File: src/design/lprd_pkg.sv
// Shared types and constants for the length-prefixed request deframer.
package lprd_pkg;

	// Width of the configuration register index (two registers).
	localparam int unsigned CFG_INDEX_W = 1;

	// Configuration register indexes.
	localparam logic [CFG_INDEX_W-1:0] CFG_MAX_MSG_LEN = 1'd0;
	localparam logic [CFG_INDEX_W-1:0] CFG_MAX_ARGS    = 1'd1;

	// Reset values of the configuration registers.
	localparam logic [31:0] MAX_MSG_LEN_RESET = 32'd33554432;
	localparam logic [31:0] MAX_ARGS_RESET    = 32'd200000;

	// Every header field is four bytes, little endian.
	localparam logic [31:0] FIELD_BYTES = 32'd4;

	// Byte role codes.
	localparam logic [2:0] ROLE_MSG_LEN   = 3'd0;
	localparam logic [2:0] ROLE_ARG_COUNT = 3'd1;
	localparam logic [2:0] ROLE_ARG_LEN   = 3'd2;
	localparam logic [2:0] ROLE_CONTENT   = 3'd3;
	localparam logic [2:0] ROLE_IGNORED   = 3'd4;

	// Error codes.
	localparam logic [2:0] ERR_NONE      = 3'd0;
	localparam logic [2:0] ERR_TOO_LONG  = 3'd1;
	localparam logic [2:0] ERR_TOO_MANY  = 3'd2;
	localparam logic [2:0] ERR_OVERRUN   = 3'd3;
	localparam logic [2:0] ERR_LEFTOVER  = 3'd4;

	// Parser phase.
	typedef enum logic [3:0] {
		PH_MSG_LEN   = 4'b0001,
		PH_ARG_COUNT = 4'b0010,
		PH_ARG_LEN   = 4'b0100,
		PH_CONTENT   = 4'b1000
	} phase_t;

	// One input byte of the stream.
	typedef struct packed {
		logic [7:0] data_byte;
		logic       new_connection;
	} req_t;

	// One classified output byte.
	typedef struct packed {
		logic [7:0]  byte_out;
		logic [2:0]  byte_role;
		logic [31:0] arg_index;
		logic [31:0] arg_length;
		logic        arg_end;
		logic        msg_end;
		logic [2:0]  error_code;
	} rsp_t;

endpackage

File: src/design/length_prefixed_request_deframer_core.sv
// Length-prefixed request deframer: one byte per transaction, classified and checked.
// A result is registered: it is valid in the cycle after its byte is accepted.
// Throughput: one byte per cycle; the single output register is reloaded in the
// cycle it is taken, so the input stalls only while a result waits unclaimed.
// Reset: parser state, latched error and output valid clear; the two limit
// registers return to 33554432 bytes and 200000 arguments.
module length_prefixed_request_deframer_core import lprd_pkg::*; (
	input  logic                   clk,
	input  logic                   arst_n,
	input  logic                   req_valid,
	output logic                   req_stall,
	input  req_t                   req,
	output logic                   rsp_valid,
	input  logic                   rsp_stall,
	output rsp_t                   rsp,
	input  logic                   cfg_we,
	input  logic [CFG_INDEX_W-1:0] cfg_index,
	input  logic [31:0]            cfg_data
);

	// Configuration registers.
	logic [31:0] max_msg_len_q;
	logic [31:0] max_args_q;

	// Parser state.
	phase_t      phase_q;
	logic [1:0]  field_cnt_q;
	logic [31:0] field_shift_q;
	logic [31:0] msg_left_q;
	logic [31:0] args_left_q;
	logic [31:0] arg_left_q;
	logic [31:0] cur_arg_q;
	logic [31:0] ann_len_q;
	logic [2:0]  err_q;

	// Output register.
	logic        rsp_valid_q;
	rsp_t        rsp_q;

	// State as seen by the current byte, after an optional connection restart.
	phase_t      ph;
	logic [1:0]  cnt;
	logic [31:0] shift;
	logic [31:0] msg_left;
	logic [31:0] args_left;
	logic [31:0] arg_left;
	logic [31:0] cur_arg;
	logic [31:0] ann_len;
	logic [2:0]  err;

	// Next state and result.
	phase_t      nx_ph;
	logic [1:0]  nx_cnt;
	logic [31:0] nx_shift;
	logic [31:0] nx_msg_left;
	logic [31:0] nx_args_left;
	logic [31:0] nx_arg_left;
	logic [31:0] nx_cur_arg;
	logic [31:0] nx_ann_len;
	logic [2:0]  nx_err;
	logic [31:0] asm_field;
	logic        finish;
	rsp_t        res;

	logic        req_accept;

	assign req_stall  = rsp_valid_q && rsp_stall;
	assign req_accept = req_valid && !req_stall;
	assign rsp_valid  = rsp_valid_q;
	assign rsp        = rsp_q;

	// Parse one byte.
	always_comb begin
		ph        = phase_q;
		cnt       = field_cnt_q;
		shift     = field_shift_q;
		msg_left  = msg_left_q;
		args_left = args_left_q;
		arg_left  = arg_left_q;
		cur_arg   = cur_arg_q;
		ann_len   = ann_len_q;
		err       = err_q;
		if (req.new_connection) begin
			ph        = PH_MSG_LEN;
			cnt       = 2'd0;
			shift     = 32'd0;
			msg_left  = 32'd0;
			args_left = 32'd0;
			arg_left  = 32'd0;
			cur_arg   = 32'd0;
			ann_len   = 32'd0;
			err       = ERR_NONE;
		end

		nx_ph        = ph;
		nx_cnt       = cnt;
		nx_shift     = shift;
		nx_msg_left  = msg_left;
		nx_args_left = args_left;
		nx_arg_left  = arg_left;
		nx_cur_arg   = cur_arg;
		nx_ann_len   = ann_len;
		nx_err       = err;
		finish       = 1'b0;
		asm_field    = shift;

		res            = '0;
		res.byte_out   = req.data_byte;
		res.byte_role  = ROLE_IGNORED;

		if (err == ERR_NONE) begin
			if (ph == PH_CONTENT) begin
				// Content byte of the current argument.
				res.byte_role  = ROLE_CONTENT;
				res.arg_index  = cur_arg;
				res.arg_length = ann_len;
				nx_arg_left    = arg_left - 32'd1;
				nx_msg_left    = msg_left - 32'd1;
				if (arg_left == 32'd1) begin
					res.arg_end = 1'b1;
					finish      = 1'b1;
				end
			end else begin
				// Assemble a little-endian header field.
				case (cnt)
					2'd0:    asm_field = shift | {24'd0, req.data_byte};
					2'd1:    asm_field = shift | {16'd0, req.data_byte, 8'd0};
					2'd2:    asm_field = shift | {8'd0, req.data_byte, 16'd0};
					default: asm_field = shift | {req.data_byte, 24'd0};
				endcase
				nx_cnt = cnt + 2'd1;
				if (ph != PH_MSG_LEN) begin
					nx_msg_left = msg_left - 32'd1;
				end
				unique case (ph)
					PH_MSG_LEN:   res.byte_role = ROLE_MSG_LEN;
					PH_ARG_COUNT: res.byte_role = ROLE_ARG_COUNT;
					PH_ARG_LEN: begin
						res.byte_role = ROLE_ARG_LEN;
						res.arg_index = cur_arg;
					end
					default:      res.byte_role = ROLE_IGNORED;
				endcase

				if (cnt == 2'd3) begin
					// Field complete: check and act on it.
					nx_shift = 32'd0;
					unique case (ph)
						PH_MSG_LEN: begin
							if (asm_field > max_msg_len_q) begin
								nx_err = ERR_TOO_LONG;
							end else begin
								nx_msg_left = asm_field;
								if (asm_field < FIELD_BYTES) begin
									nx_err = ERR_OVERRUN;
								end else begin
									nx_ph = PH_ARG_COUNT;
								end
							end
						end
						PH_ARG_COUNT: begin
							if (asm_field > max_args_q) begin
								nx_err = ERR_TOO_MANY;
							end else if (asm_field == 32'd0) begin
								if (nx_msg_left != 32'd0) begin
									nx_err = ERR_LEFTOVER;
								end else begin
									res.msg_end = 1'b1;
									nx_ph       = PH_MSG_LEN;
								end
							end else begin
								nx_args_left = asm_field;
								nx_cur_arg   = 32'd0;
								if (nx_msg_left < FIELD_BYTES) begin
									nx_err = ERR_OVERRUN;
								end else begin
									nx_ph = PH_ARG_LEN;
								end
							end
						end
						default: begin
							nx_ann_len     = asm_field;
							res.arg_length = asm_field;
							if (asm_field > nx_msg_left) begin
								nx_err = ERR_OVERRUN;
							end else if (asm_field == 32'd0) begin
								res.arg_end = 1'b1;
								finish      = 1'b1;
							end else begin
								nx_arg_left = asm_field;
								nx_ph       = PH_CONTENT;
							end
						end
					endcase
				end else begin
					nx_shift = asm_field;
				end
			end

			// Close an argument: next argument, end of message, leftover bytes or overrun.
			if (finish) begin
				nx_args_left = args_left - 32'd1;
				nx_cur_arg   = cur_arg + 32'd1;
				if (args_left == 32'd1) begin
					if (nx_msg_left != 32'd0) begin
						nx_err = ERR_LEFTOVER;
					end else begin
						nx_ph       = PH_MSG_LEN;
						nx_cur_arg  = 32'd0;
						res.msg_end = 1'b1;
					end
				end else if (nx_msg_left < FIELD_BYTES) begin
					nx_err = ERR_OVERRUN;
				end else begin
					nx_ph = PH_ARG_LEN;
				end
			end

			// The byte that raises an error marks no ends.
			if (nx_err != ERR_NONE) begin
				res.arg_end = 1'b0;
				res.msg_end = 1'b0;
			end
		end
		res.error_code = nx_err;
	end

	// Configuration writes.
	always_ff @(posedge clk or negedge arst_n) begin
		if (!arst_n) begin
			max_msg_len_q <= MAX_MSG_LEN_RESET;
			max_args_q    <= MAX_ARGS_RESET;
		end else if (cfg_we) begin
			unique case (cfg_index)
				CFG_MAX_MSG_LEN: max_msg_len_q <= cfg_data;
				CFG_MAX_ARGS:    max_args_q    <= cfg_data;
				default:         max_args_q    <= max_args_q;
			endcase
		end
	end

	// Parser state update on each accepted transaction.
	always_ff @(posedge clk or negedge arst_n) begin
		if (!arst_n) begin
			phase_q       <= PH_MSG_LEN;
			field_cnt_q   <= 2'd0;
			field_shift_q <= 32'd0;
			msg_left_q    <= 32'd0;
			args_left_q   <= 32'd0;
			arg_left_q    <= 32'd0;
			cur_arg_q     <= 32'd0;
			ann_len_q     <= 32'd0;
			err_q         <= ERR_NONE;
		end else if (req_accept) begin
			phase_q       <= nx_ph;
			field_cnt_q   <= nx_cnt;
			field_shift_q <= nx_shift;
			msg_left_q    <= nx_msg_left;
			args_left_q   <= nx_args_left;
			arg_left_q    <= nx_arg_left;
			cur_arg_q     <= nx_cur_arg;
			ann_len_q     <= nx_ann_len;
			err_q         <= nx_err;
		end
	end

	// Output valid.
	always_ff @(posedge clk or negedge arst_n) begin
		if (!arst_n) begin
			rsp_valid_q <= 1'b0;
		end else if (req_accept) begin
			rsp_valid_q <= 1'b1;
		end else if (!rsp_stall) begin
			rsp_valid_q <= 1'b0;
		end
	end

	// Output payload.
	always_ff @(posedge clk) begin
		if (req_accept) begin
			rsp_q <= res;
		end
	end

endmodule
File: config.mk
export PLATFORM = sky130hd
export DESIGN_NAME = length_prefixed_request_deframer_core
export DESIGN_NICKNAME = d
export VERILOG_FILES = /design/src/design/lprd_pkg.sv /design/src/design/length_prefixed_request_deframer_core.sv
export SDC_FILE = /design/constraint.sdc
export NUM_CORES = 1
export LEC_CHECK = 0
export ABC_AREA = 0
export BUFFER_PORTS_ARGS = -buffer_cell sky130_fd_sc_hd__buf_4
export CORE_MARGIN = 1.5
export CORE_UTILIZATION = 42
export CTS_BUF_LIST = sky130_fd_sc_hd__clkbuf_4
export DETAILED_ROUTE_END_ITERATION = 10
export PLACE_DENSITY = 0.6
export SKIP_LAST_GASP = 1
export SLEW_MARGIN = 25
export SYNTH_ARGS = -nofsm -noshare
export SYNTH_HDL_FRONTEND = slang
export SYNTH_SLANG_ARGS = --single-unit
File: constraint.sdc
create_clock -name clk -period 6.8 [get_ports clk]
set_input_delay 0.68 -clock clk [delete_from_list [all_inputs] [get_ports clk]]
set_output_delay 0.68 -clock clk [all_outputs]
set_load 0.005 [all_outputs]
# Yosys cells after proc, flatten, opt, wreduce, memory -nomap -nowiden

Index checks and enable logic that the tools add are counted.

Add/subtract/negate cells: 5
Order comparisons: 6
Eq/ne operators: 11
Mux-type cells: 106
Bitwise gates (word level): 6
Reduce and logical (&&, ||, !) cells: 13

Operators with widths:

| operator                                             | number |
|---|---|
| two-way mux 32 bit                                   | 47 |
| greater-than comparator 32 bit                       | 3 |
| < comparator 32 x 3 -> 1 bit, second input constant  | 3 |
| case mux 32 bit (3 select lines)                     | 1 |
| subtractor 32 x 1 -> 32 bit, second input constant   | 3 |
| two-way mux 68 bit                                   | 1 |
| equality test 32 x 1 -> 1 bit, second input constant | 2 |
| two-way mux 4 bit                                    | 16 |
| nonzero test 32 bit                                  | 2 |
| two-way mux 3 bit                                    | 16 |
| two-way mux 34 bit                                   | 1 |
| two-way mux 33 bit                                   | 1 |
| adder 32 x 1 -> 32 bit, second input constant        | 1 |
| zero test 32 bit                                     | 1 |
| bitwise OR 32 x 16 -> 32 bit                         | 1 |
| bitwise OR 32 x 24 -> 32 bit                         | 1 |
| bitwise OR 32 bit                                    | 1 |
| bitwise OR 32 x 8 -> 32 bit                          | 1 |
| two-way mux 1 bit                                    | 17 |
| case mux 3 bit (3 select lines)                      | 1 |
| case mux 4 bit (2 select lines)                      | 1 |
| two-way mux 2 bit                                    | 3 |
| case mux 3 bit (2 select lines)                      | 1 |
| equality test 2 bit, second input constant           | 2 |
| other kinds (16)                                     | 20 |

Register bits after elaboration: 346
Input port bits: 47
Output and inout port bits: 82

# Logic depth before layout (Yosys ltp)

Depth after elaboration: 18
Depth in mapped cells: 31
Mapped depth without buffers: 21

# Worst setup path before layout

Ideal clock, no wire load.

Kind: input to register
From: in req[0] (netlist bit)
To: reg arg_left_q[17]
Library setup time: 118 ps
Data arrival time: 6696 ps
Required time: 6682 ps
Setup slack: -14 ps
Cell stages on the path: 29
Path through: inv_1 > clkbuf_1 > clkbuf_1 > clkbuf_1 > clkbuf_1 > clkbuf_1 > clkbuf_1 > clkbuf_1 > buf_1 > nand2_1 > ha_1 > clkbuf_1 > nand2_1 > or4_1 > mux2_2 > ha_1 > nand4_1 > nor2_1 > nand3_1 > nor3_1 > nor3_1 > a21oi_1 > nand2_1 > nor3_1 > clkbuf_1 > nand3_1 > a21oi_1 > o21ai_0 > a21o_1

Longest elaborated chain between the ends: 12
Elaborated cells on any way between the ends: 36
Classes of those cells: 2 x add/sub; 1 x order compare; 7 x eq/ne; 18 x mux; 4 x bitwise; 4 x reduce/logical

Ends and longest elaborated chain:

| what                                                                                 | RTL line                                     | RTL |
|---|---|---|
| start: declaration                                                                   | length_prefixed_request_deframer_core.sv:12  | `input req_t req,` |
| parallel branches: the longest is 11 deep, another holds subtractor 32 x 1 -> 32 bit | -                                            |  |
| two-way mux 32 bit (*)                                                               | length_prefixed_request_deframer_core.sv:111 | `if (err == ERR_NONE) begin` |
| end signal: assignment                                                               | length_prefixed_request_deframer_core.sv:260 | `arg_left_q <= nx_arg_left;` |
| end: declaration                                                                     | length_prefixed_request_deframer_core.sv:31  | `logic [31:0] arg_left_q;` |

Mark *: on every way between the ends. The select of a mux whose other input is x is not followed.
A chain may end at the register's enable or synchronous reset.

# Worst setup path in the final report

From: reg msg_left_q[5]
To: reg cur_arg_q[26]

Longest elaborated chain between the ends: 15
Elaborated cells on any way between the ends: 21
Classes of those cells: 1 x add/sub; 1 x order compare; 18 x mux; 1 x reduce/logical

Ends and longest elaborated chain:

| what                                                                                 | RTL line                                     | RTL |
|---|---|---|
| start: declaration                                                                   | length_prefixed_request_deframer_core.sv:29  | `logic [31:0] msg_left_q;` |
| start signal: assignment                                                             | length_prefixed_request_deframer_core.sv:258 | `msg_left_q <= nx_msg_left;` |
| two-way mux 32 bit (*)                                                               | length_prefixed_request_deframer_core.sv:83  | `if (req.new_connection) begin` |
| parallel branches: the longest is 12 deep, another holds subtractor 32 x 1 -> 32 bit | -                                            |  |
| two-way mux 32 bit (*)                                                               | length_prefixed_request_deframer_core.sv:201 | `if (finish) begin` |
| two-way mux 32 bit (*)                                                               | length_prefixed_request_deframer_core.sv:111 |  |
| end signal: assignment                                                               | length_prefixed_request_deframer_core.sv:261 | `cur_arg_q <= nx_cur_arg;` |
| end: declaration                                                                     | length_prefixed_request_deframer_core.sv:32  | `logic [31:0] cur_arg_q;` |

Marks and branches as above.

==> metrics.md <==
| Metric | Value |
|---|---|
| Initial antenna violation count | `3` |
| WL per Instance | `23.9 um` |
| Yosys top cell area share | `29.9%` |
| Clk_lat worst skew | `0.91 ns` |
| Post-synth cell types | `87` |
| Ys async rst share | `76.9%` |
| Syn_area_per_cell | `8.62 sq um` |
| GR Util All Layers | `31.1%` |
| Number of CTS-inserted buffers | `98` |
| Layout Utilization | `50.2%` |
| R2r setup slk | `0.68 ns` |
| Number of filler cells placed in the layout | `4907` |
| Clock transition at path regs | `0.07 ns` |
| Most common cell after layout, fill and taps aside | `nand2_1` |
| WHS Path Cells | `3` |
| Status | `finished, final reports clean` |
| Die area | `52800 sq um` |
| GP Congestion | `1.00` |
| Layout cells sized above 1 | `17.9%` |
| Reg power frac | `31.2%` |
| Multi-input logic area | `11500 sq um` |
| Switching power | `4.14 mW` |
| Final Skew | `0.0742 ns` |
| Worst-Margin Slew | `1.06 ns` |
| Clk network pwr share | `22.4%` |
| Die X | `230 um` |
| LEAKAGE | `11.2 nW` |
| Register area share after synthesis | `42.0%` |
| Peak VDD IR | `0.172 mV` |
| Area Growth Syn to Fin | `17.3%` |
| Post-placement cell count | `3257` |
| Avg Vias per Cell | `6.13` |
| Synthesized flop and latch total | `346` |
| Switching share of power | `45.2%` |
| Synth area leader | `dfrtp_1` |
| Startpoint types | `flip-flop` |
| Fin cells | `3472` |
| Setup TNS | `0 ns` |
| Comb pwr share | `46.4%` |
| Slew Viols, Final | `0` |
| Clock root cell | `clkbuf_4` |
| Final setup vio count | `0` |
| # Max-Cap Violations | `0` |
| Hold_sp | `cfg_data[22]` |
| Worst Reg-to-Reg Cells | `17` |
| Number of synthesized flops with an enable pin | `80` |
| Min-delay worst type | `primary input to flip-flop` |
| RR Endpoint | `cur_arg_q[26]` |
| WHS Endpoint | `max_msg_len_q[22]` |
| Most frequent cells in the layout | `nand2_1, dfrtp_1, o21ai_0` |
| YS warnings | `0` |
| H-tree depth | `3` |
| Setup slack at placement | `0.506 ns` |
| Clock Tree Buf Depth | `3` |
| Vias in the first global route | `20057` |
| Internal power | `5.02 mW` |
| Hold Slack | `0.0478 ns` |
| Final WS setup | `0.678 ns` |
| Synthesized net count | `2654` |
| Main synth FF type | `dfrtp_1` |
| Largest net degree at the start of global routing | `141` |
| Final nets | `2868` |
| Critical path peak fanout | `24` |
| Final ANT Viol Nets | `0` |
| Starting density of the core | `42.8%` |
| GR Layer Usage met3 | `7.69%` |
| Core Box Area | `50500 sq um` |
| DRT Pass-1 Iters | `6` |
| Mapped cell area | `21600 sq um` |
| Starting DRC count in detailed routing | `2165` |
| Total grt overflow | `0` |
| CTS tree | `built` |
| Minimum clock period | `6.12 ns` |
| I/O pin count | `129` |
| First-pass GRT wire length | `125000 um` |
| # DRC | `0` |
| Critical path class | `flip-flop to flip-flop` |
| Critical Path AT | `6.90 ns` |
| Port-buffer cells | `128` |
| Final hold vios | `0` |
| Met2 usage | `45.0%` |
| GRT busiest layer | `met2` |
| Slew headroom | `29.5%` |
| Ranking of synthesized cells by area | `dfrtp_1, edfxtp_1, ha_1` |
| Crit. End Element | `flip-flop` |
| DRT Wirelength | `82900 um` |
| GRT met1 Usage | `44.2%` |
| FF+latch area | `9070 sq um` |
| Cells after Synth | `2505` |
| Sink Count | `346` |
| Cell Rows | `82` |
| Via count | `21275` |
| Die span in y | `230 um` |
| Worst reg2reg startpoint | `msg_left_q[5]` |
| Final period utilization | `90.0%` |
| RSZ-0062 raised after global routing | `false` |
| Final HPWL DP | `57600 um` |
| Worst path required time | `7.58 ns` |
| Power Density | `361 nW/um^2` |
| Fmax | `163 MHz` |
-- critical path: stages, from the launching register on --
cell	delay [ns]
dfrtp_1	0.52
nor4_4	0.84
nand4_1	0.50
nor3_1	0.36
xnor2_1	0.17
or2_2	0.31
ha_1	0.30
a21o_1	0.19
a21o_1	0.18
a2111oi_0	0.36
or3_1	0.19
a31oi_1	0.09
a21oi_2	0.29
a41oi_4	0.25
a211oi_4	0.82
buf_4	0.33
a41oi_1	0.12
a31oi_1	0.17
-- per-layer routing --
metal  vias up  routed length (um)
li1       9632                   -
met1     10444               36700
met2      1012               35300
met3       187                7490
met4         0                3300
met5         -                   0
-- per-stage QoR --
step | area [sq um] | power (mW)
final | 25300 | 9.16
after global routing | 25300 | 9.68
after CTS | 25300 | 9.07
after detailed placement | 23700 | 6.97
after global placement | 23700 | 6.93
after floorplan | 21600 | 5.42
-- kinds of logic after synthesis --
| family | after synthesis | share of synthesized area (%) |
|---|---|---|
| and+or+nand+nor | 923 | 20.7 |
| AOI/OAI and AO/OA | 768 | 22.2 |
| xor gates and xnor gates | 33 | 1.34 |
| buffers and inverters | 278 | 5.07 |
| muxes | 55 | 2.80 |
| DFF | 346 | 42.0 |
| adders and majority gates | 102 | 5.91 |
-- power by group through the flow --
| stage | Combinational (mW) | Sequential (mW) | Clock [mW] |
|---|---|---|---|
| global placement | 4.06 | 2.87 | 0 |
| CTS | 4.13 | 2.84 | 2.10 |
| detailed placement | 4.09 | 2.88 | 0 |
| floorplan | 2.73 | 2.69 | 0 |
| global route | 4.56 | 2.90 | 2.22 |
| finish | 4.25 | 2.86 | 2.05 |
-- what timing repair did --
action                    4_1_cts  5_1_grt
hold buffers                   34        0
hold endpoints to repair      115        0
buffers inserted                0        0
gates resized for setup         0        0
-- sequential cells by signal (all words and copies together), names as in the netlist --
signal	cells
rsp	80
arg_left_q	32
err_q	3
ann_len_q	32
args_left_q	32
phase_q	4
max_args_q	32
max_msg_len_q	32
cur_arg_q	32
field_shift_q	32
msg_left_q	32
rsp_valid	1
field_cnt_q	2
-- cells in the mapped netlist, types with 13 or more instances --
cell type  number
nor4_1         29
nor2b_1        37
a22oi_1        14
a21o_1         32
or2_2          14
buf_1          13
o21a_1         15
o31ai_1        20
or3_1          22
and3_1         23
nor2_1        206
a21oi_1       175
a31oi_1        38
inv_1         122
a22o_1         53
nand4_1        47
nor3_1         67
xnor2_1        22
ha_1          102
o21ai_0       244
o211ai_1       24
and2_1         26
mux2_2         43
buf_2          26
nand3_1        70
a211oi_1       19
nand2_1       317
clkbuf_1      114
dfrtp_1       258
edfxtp_1       80
o22ai_1        37
-- final cells by class --
| class | instances | share of cell area [%] |
|---|---|---|
| sequential | 346 | 35.8 |
| clock buffer | 156 | 4.62 |
| timing repair buffer | 270 | 8.46 |
| tap | 672 | 3.32 |
| clock inverter | 22 | 0.528 |
| antenna | 3 | 0.0296 |
| multi-input combinational | 1881 | 45.4 |
| inverter | 122 | 1.82 |
-- worst max-delay path by stage --
stage,startpoint,to,slack (ns)
6_report,msg_left_q[5],cur_arg_q[26],0.68
4_1_cts,msg_left_q[5],cur_arg_q[26],0.80
5_1_grt,msg_left_q[5],cur_arg_q[26],0.36
3_3_place_gp,req[0],cur_arg_q[26],0.64
2_1_floorplan,req[0],cur_arg_q[15],0.07
3_5_place_dp,req[0],cur_arg_q[26],0.51
Power figures use the tool's default switching activity.
